===== config.mk =====
export PLATFORM = sky130hd
export DESIGN_NAME = sensor_frame_crc_decoder
export DESIGN_NICKNAME = d
export VERILOG_FILES = /design/src/rtl/scfd_pkg.sv /design/src/rtl/scfd_front.sv /design/src/rtl/scfd_fifo.sv /design/src/rtl/scfd_back.sv /design/src/rtl/sensor_frame_crc_decoder.sv
export SDC_FILE = /design/constraint.sdc
export NUM_CORES = 1
export LEC_CHECK = 0
export BUFFER_PORTS_ARGS = -buffer_cell sky130_fd_sc_hd__buf_4
export CAP_MARGIN = 30
export CORE_AREA = 2 2 192 270
export DETAILED_ROUTE_END_ITERATION = 7
export DIE_AREA = 0 0 194 272
export GPL_TIMING_DRIVEN = 0
export MAX_ROUTING_LAYER = met4
export PLACE_DENSITY = 0.59
export SETUP_SLACK_MARGIN = 0.2
export SLEW_MARGIN = 0
export SYNTH_ARGS = -nofsm -noshare
export SYNTH_HDL_FRONTEND = slang
export SYNTH_SLANG_ARGS = --single-unit
export TNS_END_PERCENT = 5

===== constraint.sdc =====
create_clock -name clk_i -period 6.35 [get_ports clk_i]
set_input_delay 0.9525 -clock clk_i [delete_from_list [all_inputs] [get_ports clk_i]]
set_output_delay 0.9525 -clock clk_i [all_outputs]
set_load 0.01 [all_outputs]

===== src/rtl/scfd_pkg.sv =====
`default_nettype none
// ----------------------------------------------------------------------------
// scfd_pkg
// Shared types, constants, the CRC-8 byte update and the divide by 65535 of
// the sensor frame decoder.
// ----------------------------------------------------------------------------
package scfd_pkg;

  localparam int unsigned ByteW    = 8;
  localparam int unsigned WordW    = 16;
  localparam int unsigned CfgIdxW  = 1;
  localparam int unsigned TempW    = 15;
  localparam int unsigned HumW     = 14;
  localparam int unsigned SerialW  = 32;
  localparam int unsigned ProdW    = 31;
  localparam int unsigned QuotW    = 15;
  localparam int unsigned WideW    = 16;

  localparam logic [ByteW-1:0] CrcInit     = 8'hFF;
  localparam logic [ByteW-1:0] PolyReset   = 8'h31;

  localparam logic [ProdW-1:0] TempScale   = 31'd17500;
  localparam logic [ProdW-1:0] HumScale    = 31'd12500;
  localparam logic signed [WideW-1:0] TempOffset = -16'sd4500;
  localparam logic signed [WideW-1:0] HumOffset  = -16'sd600;
  localparam logic signed [WideW-1:0] HumMax     = 16'sd10000;

  typedef enum logic [CfgIdxW-1:0] {
    CfgPoly = 1'b0,
    CfgKind = 1'b1
  } cfg_reg_e;

  typedef enum logic [2:0] {
    PosW0Hi  = 3'd0,
    PosW0Lo  = 3'd1,
    PosCrc0  = 3'd2,
    PosW1Hi  = 3'd3,
    PosW1Lo  = 3'd4,
    PosCrc1  = 3'd5,
    PosDone  = 3'd6
  } pos_e;

  typedef struct packed {
    logic [WordW-1:0] word0;
    logic [WordW-1:0] word1;
    logic             crc_err;
    logic             serial_mode;
  } frame_t;

  typedef struct packed {
    logic   valid;
    frame_t frame;
  } frame_beat_t;

  function automatic logic [ByteW-1:0] crc8_feed(input logic [ByteW-1:0] crc,
                                                 input logic [ByteW-1:0] b,
                                                 input logic [ByteW-1:0] poly);
    logic [ByteW-1:0] v;
    v = crc ^ b;
    for (int k = 0; k < ByteW; k++) begin
      if (v[ByteW-1]) begin
        v = {v[ByteW-2:0], 1'b0} ^ poly;
      end else begin
        v = {v[ByteW-2:0], 1'b0};
      end
    end
    return v;
  endfunction

  // floor(p / 65535) for quotients below 2^15
  function automatic logic [QuotW-1:0] div_65535(input logic [ProdW-1:0] p);
    logic [31:0] s;
    s = 32'(p) + 32'(p >> 16) + 32'd1;
    return s[30:16];
  endfunction

endpackage
`default_nettype wire


===== src/rtl/scfd_front.sv =====
`default_nettype none
// ----------------------------------------------------------------------------
// scfd_front
// Byte intake: configuration registers, frame position, CRC check and word
// assembly; hands each finished frame to the frame queue.
// ----------------------------------------------------------------------------
module scfd_front (
  input  wire logic                                 clk_i,
  input  wire logic                                 rst_ni,
  input  wire logic                                 cfg_we_i,
  input  wire logic [scfd_pkg::CfgIdxW-1:0]         cfg_idx_i,
  input  wire logic [scfd_pkg::ByteW-1:0]           cfg_wdata_i,
  input  wire logic                                 accept_i,
  input  wire logic [scfd_pkg::ByteW-1:0]           rx_byte_i,
  input  wire logic                                 frame_start_i,
  output scfd_pkg::frame_beat_t                     beat_o
);

  logic [scfd_pkg::ByteW-1:0] poly_q;
  logic                       kind_q;

  scfd_pkg::pos_e             pos_q, pos_d;
  logic [scfd_pkg::ByteW-1:0] crc_q, crc_d;
  logic [scfd_pkg::WordW-1:0] word0_q, word0_d;
  logic [scfd_pkg::WordW-1:0] word1_q, word1_d;
  logic                       bad_q, bad_d;

  scfd_pkg::pos_e             pos_cur;
  logic [scfd_pkg::ByteW-1:0] crc_cur;
  logic [scfd_pkg::ByteW-1:0] crc_next;
  logic                       bad_cur;

  always_ff @(posedge clk_i or negedge rst_ni) begin
    if (!rst_ni) begin
      poly_q <= scfd_pkg::PolyReset;
      kind_q <= 1'b0;
    end else if (cfg_we_i) begin
      case (scfd_pkg::cfg_reg_e'(cfg_idx_i))
        scfd_pkg::CfgPoly: poly_q <= cfg_wdata_i;
        scfd_pkg::CfgKind: kind_q <= cfg_wdata_i[0];
        default: ;
      endcase
    end
  end

  always_ff @(posedge clk_i or negedge rst_ni) begin
    if (!rst_ni) begin
      pos_q   <= scfd_pkg::PosW0Hi;
      crc_q   <= scfd_pkg::CrcInit;
      word0_q <= '0;
      word1_q <= '0;
      bad_q   <= 1'b0;
    end else if (accept_i) begin
      pos_q   <= pos_d;
      crc_q   <= crc_d;
      word0_q <= word0_d;
      word1_q <= word1_d;
      bad_q   <= bad_d;
    end
  end

  always_comb begin
    pos_cur  = frame_start_i ? scfd_pkg::PosW0Hi : pos_q;
    crc_cur  = frame_start_i ? scfd_pkg::CrcInit : crc_q;
    bad_cur  = frame_start_i ? 1'b0 : bad_q;
    crc_next = scfd_pkg::crc8_feed(crc_cur, rx_byte_i, poly_q);

    pos_d   = pos_cur;
    crc_d   = crc_cur;
    word0_d = word0_q;
    word1_d = word1_q;
    bad_d   = bad_cur;

    beat_o.valid             = 1'b0;
    beat_o.frame.word0       = word0_q;
    beat_o.frame.word1       = word1_q;
    beat_o.frame.crc_err     = bad_cur | (crc_cur != rx_byte_i);
    beat_o.frame.serial_mode = kind_q;

    case (pos_cur)
      scfd_pkg::PosW0Hi: begin
        word0_d = {rx_byte_i, word0_q[7:0]};
        crc_d   = crc_next;
        pos_d   = scfd_pkg::PosW0Lo;
      end
      scfd_pkg::PosW0Lo: begin
        word0_d = {word0_q[15:8], rx_byte_i};
        crc_d   = crc_next;
        pos_d   = scfd_pkg::PosCrc0;
      end
      scfd_pkg::PosCrc0: begin
        bad_d = (crc_cur != rx_byte_i);
        crc_d = scfd_pkg::CrcInit;
        pos_d = scfd_pkg::PosW1Hi;
      end
      scfd_pkg::PosW1Hi: begin
        word1_d = {rx_byte_i, word1_q[7:0]};
        crc_d   = crc_next;
        pos_d   = scfd_pkg::PosW1Lo;
      end
      scfd_pkg::PosW1Lo: begin
        word1_d = {word1_q[15:8], rx_byte_i};
        crc_d   = crc_next;
        pos_d   = scfd_pkg::PosCrc1;
      end
      scfd_pkg::PosCrc1: begin
        crc_d        = scfd_pkg::CrcInit;
        pos_d        = scfd_pkg::PosDone;
        beat_o.valid = accept_i;
      end
      default: ;
    endcase
  end

endmodule
`default_nettype wire


===== src/rtl/scfd_fifo.sv =====
`default_nettype none
// ----------------------------------------------------------------------------
// scfd_fifo
// Two-entry queue of finished frames between intake and conversion.
// ----------------------------------------------------------------------------
module scfd_fifo (
  input  wire logic                  clk_i,
  input  wire logic                  rst_ni,
  input  wire scfd_pkg::frame_beat_t wr_i,
  input  wire logic                  rd_en_i,
  output logic                       full_o,
  output logic                       empty_o,
  output scfd_pkg::frame_t           rd_data_o
);

  scfd_pkg::frame_t mem_q [2];
  logic             wr_ptr_q;
  logic             rd_ptr_q;
  logic [1:0]       count_q;
  logic             do_wr;
  logic             do_rd;

  assign full_o    = count_q[1];
  assign empty_o   = (count_q == 2'd0);
  assign do_wr     = wr_i.valid && !full_o;
  assign do_rd     = rd_en_i && !empty_o;
  assign rd_data_o = mem_q[rd_ptr_q];

  always_ff @(posedge clk_i) begin
    if (do_wr) begin
      mem_q[wr_ptr_q] <= wr_i.frame;
    end
  end

  always_ff @(posedge clk_i or negedge rst_ni) begin
    if (!rst_ni) begin
      wr_ptr_q <= 1'b0;
      rd_ptr_q <= 1'b0;
      count_q  <= 2'd0;
    end else begin
      if (do_wr) wr_ptr_q <= ~wr_ptr_q;
      if (do_rd) rd_ptr_q <= ~rd_ptr_q;
      case ({do_wr, do_rd})
        2'b10:   count_q <= count_q + 2'd1;
        2'b01:   count_q <= count_q - 2'd1;
        default: count_q <= count_q;
      endcase
    end
  end

endmodule
`default_nettype wire


===== src/rtl/scfd_back.sv =====
`default_nettype none
// ----------------------------------------------------------------------------
// scfd_back
// Frame conversion: scaling multiply, divide by full scale, offset, clamp
// and the result register; serial mode passes the two words as serial number.
// ----------------------------------------------------------------------------
module scfd_back (
  input  wire logic                                clk_i,
  input  wire logic                                rst_ni,
  input  wire logic                                q_empty_i,
  input  wire scfd_pkg::frame_t                    q_data_i,
  output logic                                     q_rd_o,
  input  wire logic                                pop_i,
  output logic                                     empty_o,
  output logic signed [scfd_pkg::TempW-1:0]        temperature_centi_o,
  output logic [scfd_pkg::HumW-1:0]                humidity_centi_o,
  output logic                                     humidity_clamped_o,
  output logic [scfd_pkg::SerialW-1:0]             serial_number_o,
  output logic                                     crc_error_o
);

  logic                        a_valid_q;
  logic [scfd_pkg::ProdW-1:0]  t_prod_q;
  logic [scfd_pkg::ProdW-1:0]  h_prod_q;
  scfd_pkg::frame_t            a_frame_q;

  logic                        out_valid_q;
  logic signed [scfd_pkg::TempW-1:0] temp_q, temp_d;
  logic [scfd_pkg::HumW-1:0]   hum_q, hum_d;
  logic                        clamp_q, clamp_d;
  logic [scfd_pkg::SerialW-1:0] serial_q, serial_d;
  logic                        err_q;

  logic                        out_ready;
  logic                        a_ready;
  logic signed [scfd_pkg::WideW-1:0] t_wide;
  logic signed [scfd_pkg::WideW-1:0] h_wide;

  assign out_ready = !out_valid_q || pop_i;
  assign a_ready   = !a_valid_q || out_ready;
  assign q_rd_o    = a_ready && !q_empty_i;

  always_ff @(posedge clk_i) begin
    if (q_rd_o) begin
      t_prod_q  <= scfd_pkg::ProdW'(q_data_i.word0) * scfd_pkg::TempScale;
      h_prod_q  <= scfd_pkg::ProdW'(q_data_i.word1) * scfd_pkg::HumScale;
      a_frame_q <= q_data_i;
    end
  end

  always_comb begin
    t_wide = $signed({1'b0, scfd_pkg::div_65535(t_prod_q)}) + scfd_pkg::TempOffset;
    h_wide = $signed({1'b0, scfd_pkg::div_65535(h_prod_q)}) + scfd_pkg::HumOffset;
    temp_d   = t_wide[scfd_pkg::TempW-1:0];
    hum_d    = h_wide[scfd_pkg::HumW-1:0];
    clamp_d  = 1'b0;
    serial_d = '0;
    if (h_wide < 0) begin
      hum_d   = '0;
      clamp_d = 1'b1;
    end else if (h_wide > scfd_pkg::HumMax) begin
      hum_d   = scfd_pkg::HumMax[scfd_pkg::HumW-1:0];
      clamp_d = 1'b1;
    end
    if (a_frame_q.serial_mode) begin
      temp_d   = '0;
      hum_d    = '0;
      clamp_d  = 1'b0;
      serial_d = {a_frame_q.word0, a_frame_q.word1};
    end
  end

  always_ff @(posedge clk_i) begin
    if (a_valid_q && out_ready) begin
      temp_q   <= temp_d;
      hum_q    <= hum_d;
      clamp_q  <= clamp_d;
      serial_q <= serial_d;
      err_q    <= a_frame_q.crc_err;
    end
  end

  always_ff @(posedge clk_i or negedge rst_ni) begin
    if (!rst_ni) begin
      a_valid_q   <= 1'b0;
      out_valid_q <= 1'b0;
    end else begin
      if (a_ready) a_valid_q <= !q_empty_i;
      if (out_ready) out_valid_q <= a_valid_q;
    end
  end

  assign empty_o             = !out_valid_q;
  assign temperature_centi_o = temp_q;
  assign humidity_centi_o    = hum_q;
  assign humidity_clamped_o  = clamp_q;
  assign serial_number_o     = serial_q;
  assign crc_error_o         = err_q;

`ifndef SYNTHESIS
  a_hold_result: assert property (@(posedge clk_i) disable iff (!rst_ni)
    out_valid_q && !pop_i |=> out_valid_q && $stable(temp_q) && $stable(serial_q))
    else $error("result changed while stalled");
  a_hum_range: assert property (@(posedge clk_i) disable iff (!rst_ni)
    out_valid_q |-> hum_q <= scfd_pkg::HumMax[scfd_pkg::HumW-1:0])
    else $error("humidity above full scale");
  a_mode_fields: assert property (@(posedge clk_i) disable iff (!rst_ni)
    out_valid_q && (serial_q != '0) |-> (temp_q == '0) && (hum_q == '0) && !clamp_q)
    else $error("measurement fields set in serial mode");
  a_no_read_stalled: assert property (@(posedge clk_i) disable iff (!rst_ni)
    a_valid_q && out_valid_q && !pop_i |-> !q_rd_o)
    else $error("queue read while conversion stage is blocked");
`endif

endmodule
`default_nettype wire


===== src/rtl/sensor_frame_crc_decoder.sv =====
`default_nettype none
// ----------------------------------------------------------------------------
// sensor_frame_crc_decoder
// Decodes six-byte humidity/temperature sensor frames with CRC-8 checks.
// ----------------------------------------------------------------------------
// Usage:
//   Input channel: drive rx_byte_i/frame_start_i with push_i; a byte beat is
//   taken at an edge with push_i high and full_o low. One byte per cycle.
//   frame_start_i restarts the frame at the byte it comes with; bytes after
//   the sixth are dropped until the next frame_start_i.
//   Result channel: one result per frame, on the ports while empty_o is low,
//   taken at an edge with pop_i high. After the sixth byte, the frame passes
//   through the frame queue, the multiply stage and then the result register.
//   Configuration: cfg_we_i writes cfg_wdata_i to register cfg_idx_i (0 =
//   polynomial, 1 = frame kind); users must write only while idle, unchecked.
//   Stall: a two-frame queue sits between intake and conversion; while pop_i
//   is low the result holds, and full_o rises only when both queue slots are
//   taken.
//   Reset: polynomial 0x31, measurement mode, position at the first byte,
//   queue and result empty.
// ----------------------------------------------------------------------------
module sensor_frame_crc_decoder (
  input  wire logic                                clk_i,
  input  wire logic                                rst_ni,
  input  wire logic                                cfg_we_i,
  input  wire logic [scfd_pkg::CfgIdxW-1:0]        cfg_idx_i,
  input  wire logic [scfd_pkg::ByteW-1:0]          cfg_wdata_i,
  input  wire logic                                push_i,
  output logic                                     full_o,
  input  wire logic [scfd_pkg::ByteW-1:0]          rx_byte_i,
  input  wire logic                                frame_start_i,
  output logic                                     empty_o,
  input  wire logic                                pop_i,
  output logic signed [scfd_pkg::TempW-1:0]        temperature_centi_o,
  output logic [scfd_pkg::HumW-1:0]                humidity_centi_o,
  output logic                                     humidity_clamped_o,
  output logic [scfd_pkg::SerialW-1:0]             serial_number_o,
  output logic                                     crc_error_o
);

  scfd_pkg::frame_beat_t front_beat;
  scfd_pkg::frame_t      q_data;
  logic                  q_full;
  logic                  q_empty;
  logic                  q_rd;
  logic                  accept;

  assign full_o = q_full;
  assign accept = push_i && !q_full;

  scfd_front u_front (
    .clk_i         (clk_i),
    .rst_ni        (rst_ni),
    .cfg_we_i      (cfg_we_i),
    .cfg_idx_i     (cfg_idx_i),
    .cfg_wdata_i   (cfg_wdata_i),
    .accept_i      (accept),
    .rx_byte_i     (rx_byte_i),
    .frame_start_i (frame_start_i),
    .beat_o        (front_beat)
  );

  scfd_fifo u_fifo (
    .clk_i     (clk_i),
    .rst_ni    (rst_ni),
    .wr_i      (front_beat),
    .rd_en_i   (q_rd),
    .full_o    (q_full),
    .empty_o   (q_empty),
    .rd_data_o (q_data)
  );

  scfd_back u_back (
    .clk_i               (clk_i),
    .rst_ni              (rst_ni),
    .q_empty_i           (q_empty),
    .q_data_i            (q_data),
    .q_rd_o              (q_rd),
    .pop_i               (pop_i),
    .empty_o             (empty_o),
    .temperature_centi_o (temperature_centi_o),
    .humidity_centi_o    (humidity_centi_o),
    .humidity_clamped_o  (humidity_clamped_o),
    .serial_number_o     (serial_number_o),
    .crc_error_o         (crc_error_o)
  );

endmodule
`default_nettype wire

# Word-level counts from Yosys, hierarchy flattened
# Memory sizes are Yosys's and may differ from the RTL's.
# Cells that the tools add are included.
# totals
input_bits	23
mem_bits_rw	68
ff_bits	213
out_inout_bits	65
memories	1
# mem_list
name	depth	word_bits	rd	rd_ports_with_merged_regs	write_ports	line_no	text
u_fifo.mem_q	2	34	1	0	1	scfd_fifo.sv:16	scfd_pkg::frame_t mem_q [2];
# op_classes
bitwise_logic	17
magnitude_cmp	2
eq_ne	8
add_sub_neg	8
mul	2
n_reduce_logical	24
mux	23
# ops
operator	count
8-bit two-way mux	9
8-bit XOR	9
16-bit case mux with 2 select lines	2
31-bit by 1-bit adder with 31-bit output, second input constant	2
30-bit by 14-bit adder with 31-bit output	1
31-bit by 15-bit adder with 31-bit output	1
16-bit by 13-bit multiplier with 29-bit output, second input constant	1
16-bit by 12-bit multiplier with 28-bit output, second input constant	1
3-bit case mux with 6 select lines	1
16-bit by 11-bit adder with 16-bit output, second input constant	1
16-bit by 15-bit greater-than comparator with 1-bit output, second input constant	1
16-bit by 1-bit less-than comparator with 1-bit output, second input constant	1
8-bit case mux with 2 select lines	1
15-bit by 14-bit adder with 15-bit output, second input constant	1
14-bit two-way mux	1
3-bit AND reduction	4
8-bit inequality test	1
1-bit two-way mux	7
1-bit NOT	7
3-bit by 2-bit == test with 1-bit output, second input constant	2
3-bit == test, second input constant	2
1-bit logical AND	5
1-bit zero test	4
2-bit case mux with 2 select lines	1
15 further kinds	18

# Depth between registers and ports, before layout
# logic_depth
word_depth	19
ltp_mapped	27
mapped_depth_nobuf	25

# By module
# Synthesis repeated with hierarchy kept, for this count alone.
# hier_totals
cells_unflattened	1779
area_unflattened_um2	20038.0
# modules_own_cells
module	cells_per_inst	area_each_um2	instances
scfd_back	1172	13061.3	1
scfd_front	483	4167.7	1
scfd_fifo	123	2795.2	1
sensor_frame_crc_decoder	1	13.8	1

# Worst setup path before layout
# OpenSTA, ideal clock, no wires.
# synth_path
path_type	register to register
from	register u_fifo.rd_ptr_q
to	register u_back.t_prod_q[29] (netlist name), data pin
arrival_time_ps	6389
stages_incl_launch_ff	28
path_slack_ps	-296
synth_period_minus_slack_ps	6646
setup_ps	258
required_ps	6092
path_cell_list	dfrtp_1 -> clkbuf_1 -> buf_1 -> mux2i_1 -> inv_1 -> ha_1 -> inv_1 -> fa_1 -> inv_1 -> ha_1 -> ha_1 -> inv_1 -> fa_1 -> inv_1 -> ha_1 -> a21o_1 -> a21oi_1 -> o21bai_1 -> a21oi_1 -> o21bai_1 -> a21oi_1 -> o21bai_1 -> a2111oi_0 -> o31ai_1 -> a2111oi_0 -> o31ai_1 -> a21oi_1 -> xnor2_1
# synth_lines
element	line_no	text
from (decl)	scfd_fifo.sv:18	logic rd_ptr_q;
from (signal assigned)	scfd_fifo.sv:42	if (do_rd) rd_ptr_q <= ~rd_ptr_q;
to (signal assigned)	scfd_back.sv:45	t_prod_q <= scfd_pkg::ProdW'(q_data_i.word0) * scfd_pkg::TempScale;
to (decl)	scfd_back.sv:23	logic [scfd_pkg::ProdW-1:0] t_prod_q;

==> reports/metrics.cfg <==
[setup_path]
timing.setup.critical_path_class = reg2reg
data_required_time_at_the_worst_endpoint_ns = 6.65
cp-end-kind = flop
r2r_end = u_back.t_prod_q[24]
worstSetupStartpointType = flop
worstPathMaxFanout = 10
critical-path-slowest-cell = fa_1
setup.reg_to_reg.worst_slack_ns = 0.44
slowest_delay_ns = 0.52
critical-path-top-cell-by-count = inv_1
worstPathCellList = buf_8 > buf_8 > mux2i_1 > inv_2 > ha_1 > inv_1 > fa_1 > inv_1 > ha_1 > fa_1 > inv_1 > fa_1 > inv_1 > ha_1 > a21oi_2 > o21bai_1 > a21oi_2 > o21bai_1 > a21oi_2 > o21bai_2 > o31a_1 > a41o_1 > o41a_1 > xor2_1
crit-reg2reg-launch = u_fifo.rd_ptr_q
reg2reg_depth = 24
arrival_ns = 6.21

[synth]
asyncSetResetFlopFracSynth_pct = 21.2
synth_top_cells_by_area = edfxtp_1, ha_1, fa_1
ys_dominant_reg_cell = edfxtp_1
synth_enable_flop_cells = 219
synth_top_cells_by_count = inv_1, ha_1, edfxtp_1
yosys_register_bits = 278
yosysWarningCount = 0
synthesis.area_mm2 = 0.0200
synthesized_net_count = 2112
synth_cell_type_count = 100
yosys.cell_count.top_type = inv_1
postSynthCellCount = 1773
ys_seq_area_share_pct = 40.4
post_synth.cell_area_avg_um2 = 11.3
yosys.area.top_type = edfxtp_1
yosysTopAreaCellShare_pct = 32.9

[timing]
clock.fmax_mhz = 169
finalHoldViolations = 0
finClkSkew_ns = 0.0180
period_share_pct = 93.1
max_slew.worst_pin.slew_ns = 0.829
slew_headroom_pct = 44.7
rsz0062_at_grt = true
timing.final.setup_violations = 0
fin_crit_ns = 5.91
timing_max_transition_violations_final = 0
hold_slack_ns = 0.423

[die]
die_width_um = 194
die_h_um = 272
io-pin-count = 88
initial_utilization_pct = 39.5
die-area_mm2 = 0.0528
floorplan.rows = 98
floorplan.core_area_mm2 = 0.0505

[clock_tree]
cts.root.buffer_cell = clkbuf_16
clk_pin_slew_ns = 0.07
cts_made_buffers = 29
cts_num_sinks = 278
hold_buffers = 0
htreeDepth = 1
clock_tree_from_tritoncts = done
worst_skew_pair.late_latency_ns = 0.56
clk_path_buf_depth = 3

[grt]
grt_pass1_wl_um = 70600
grt_util_all_layers_pct = 17.1
initial_antenna_violation_count = 0
gr-total-overflow = 0
grt_start_max_net_pins = 60
number_of_global_route_vias_before_repair = 13700

[detailed_routing]
drt_pass1_iterations = 4
drtAntennaViolNets = 0
routed_via_density = 5.15
route.vias.total = 13300
drc = 0
post_drt_wl_per_cell_um = 16.9
drt-initial-drc-count = 512
routed_wire_length_um = 43500

[min_path]
hold_path_class = reg2reg
worst_hold_path.endpoint = u_back.crc_error_o
whs_path_depth = 0
worstHoldStart = u_back.a_frame_q[1]

[place]
routabilityCongestion = 0.905
io_buffer_count = 82
dp.final_hpwl_um = 34300

[cells_and_area]
n_antenna_cell = 0
total_nets_final = 2249
synthesis_to_layout_area_growth_pct = 14.5
fill_cells = 4694
fraction_of_final_layout_cells_with_drive_strength_greater_than_1_pct = 15.6

[flow_run]
max_cap_violations = 0

[status]
status = finished, final reports clean

==> stage by stage <==
step	setup WS (ns)	instance area, um2	utilization (%)	setup TNS, ns	cells
floorplan	-0.0919	20000	-	-0.0919	1773
CTS	0.140	22700	44.9	0	2570
global placement	-1.20	21400	42.4	-9.53	2505
detailed placement	-1.31	21600	42.7	-11.21	2514
finish	0.440	22900	45.3	0	2582
global route	0.172	22900	45.3	0	2582
==> worst max-delay path, delay by kind of cell, from the launching register on <==
kind | cells | cell delay, ns
AO/OA/AOI/OAI | 9 | 1.68
XOR/XNOR | 1 | 0.17
adder cells (fa/ha/maj) | 6 | 2.44
buffers and inverters | 7 | 0.66
flip-flops | 1 | 0.35
multiplexers | 1 | 0.34
==> metal layers <==
| metal | global-route usage (%) | part of all wire (%) |
|---|---|---|
| met5 | - | 0 |
| met4 | 6.96 | 3.9 |
| met3 | 1.72 | 2.7 |
| met1 | 18.2 | 40 |
| met2 | 32.2 | 54 |
==> layout make-up <==
class                           instances  area (um2)  area share (%)
Tap cell                              650         813            3.56
Clock inverter                         13        91.3           0.400
Sequential cell                       278        8070            35.3
Clock buffer                           40         851            3.72
Inverter                              251         945            4.13
Buffer                                 46         245            1.07
Timing Repair Buffer                  106         886            3.87
Multi-Input combinational cell       1198       11000            48.0
==> what timing repair did <==
action	CTS	global route
gates resized for setup	34	24
endpoints found under the hold margin	0	0
endpoints found under the setup margin	25	17
gates cloned	0	0
buffers inserted	3	12
pin swaps	3	13
==> worst max path at each step <==
stage / cells past startpoint / from / slack [ns] / end
2_1_floorplan: 27 / u_fifo.rd_ptr_q / -0.09 / u_back.t_prod_q[29]
3_3_place_gp: 26 / u_fifo.rd_ptr_q / -1.20 / u_back.t_prod_q[29]
3_5_place_dp: 26 / u_fifo.rd_ptr_q / -1.31 / u_back.t_prod_q[29]
4_1_cts: 27 / u_fifo.rd_ptr_q / 0.14 / u_back.t_prod_q[24]
5_1_grt: 27 / u_fifo.rd_ptr_q / 0.17 / u_back.t_prod_q[24]
6_report: 24 / u_fifo.rd_ptr_q / 0.44 / u_back.t_prod_q[24]
==> sequential cells by signal, indices dropped and copies added, names as in the netlist, 3 cells and up <==
register,flops
u_front.poly_q,8
u_back.temperature_centi_o,15
u_fifo.mem_q,68
u_front.word0_q,16
u_front.word1_q,16
u_back.serial_number_o,32
u_front.pos_q,3
u_back.h_prod_q,26
u_back.a_frame_q,34
u_back.humidity_centi_o,14
u_back.t_prod_q,28
u_front.crc_q,8
==> logic make-up after synthesis <==
| group | share of synthesized area [%] |
|---|---|
| AOI/OAI and AO/OA | 10.6 |
| muxes | 4.26 |
| and+or+nand+nor | 9.74 |
| adders and majority gates | 23.1 |
| xor gates and xnor gates | 6.16 |
| buffers and inverters | 5.71 |
| DFF | 40.4 |
==> cells in the final DEF (no fill, tap or decap), types with 7 or more instances in the layout <==
cell type	instances
inv_1	246
ha_1	227
edfxtp_1	219
nand2_1	100
buf_4	97
xnor2_1	92
fa_1	88
nor2_1	86
mux2_2	54
a21oi_1	54
o21ai_0	48
dfrtp_1	48
and2_1	39
clkbuf_1	33
clkbuf_16	32
nor3_1	30
nand3_1	27
xor2_1	27
a21o_1	22
mux2i_1	16
nand4_1	13
and3_1	12
nand2b_1	12
o21bai_1	12
buf_2	11
dfstp_2	11
nor2b_1	10
o21ai_1	9
nor4_1	9
a31oi_1	9
o21a_1	8
a21oi_2	8
or3_1	8
a221o_1	8
buf_12	7
o31ai_1	7
o211ai_1	7
Power is left out: the tool's default activity adds up to more than one toggle a clock period on the data nets, which glitch-free logic cannot reach.
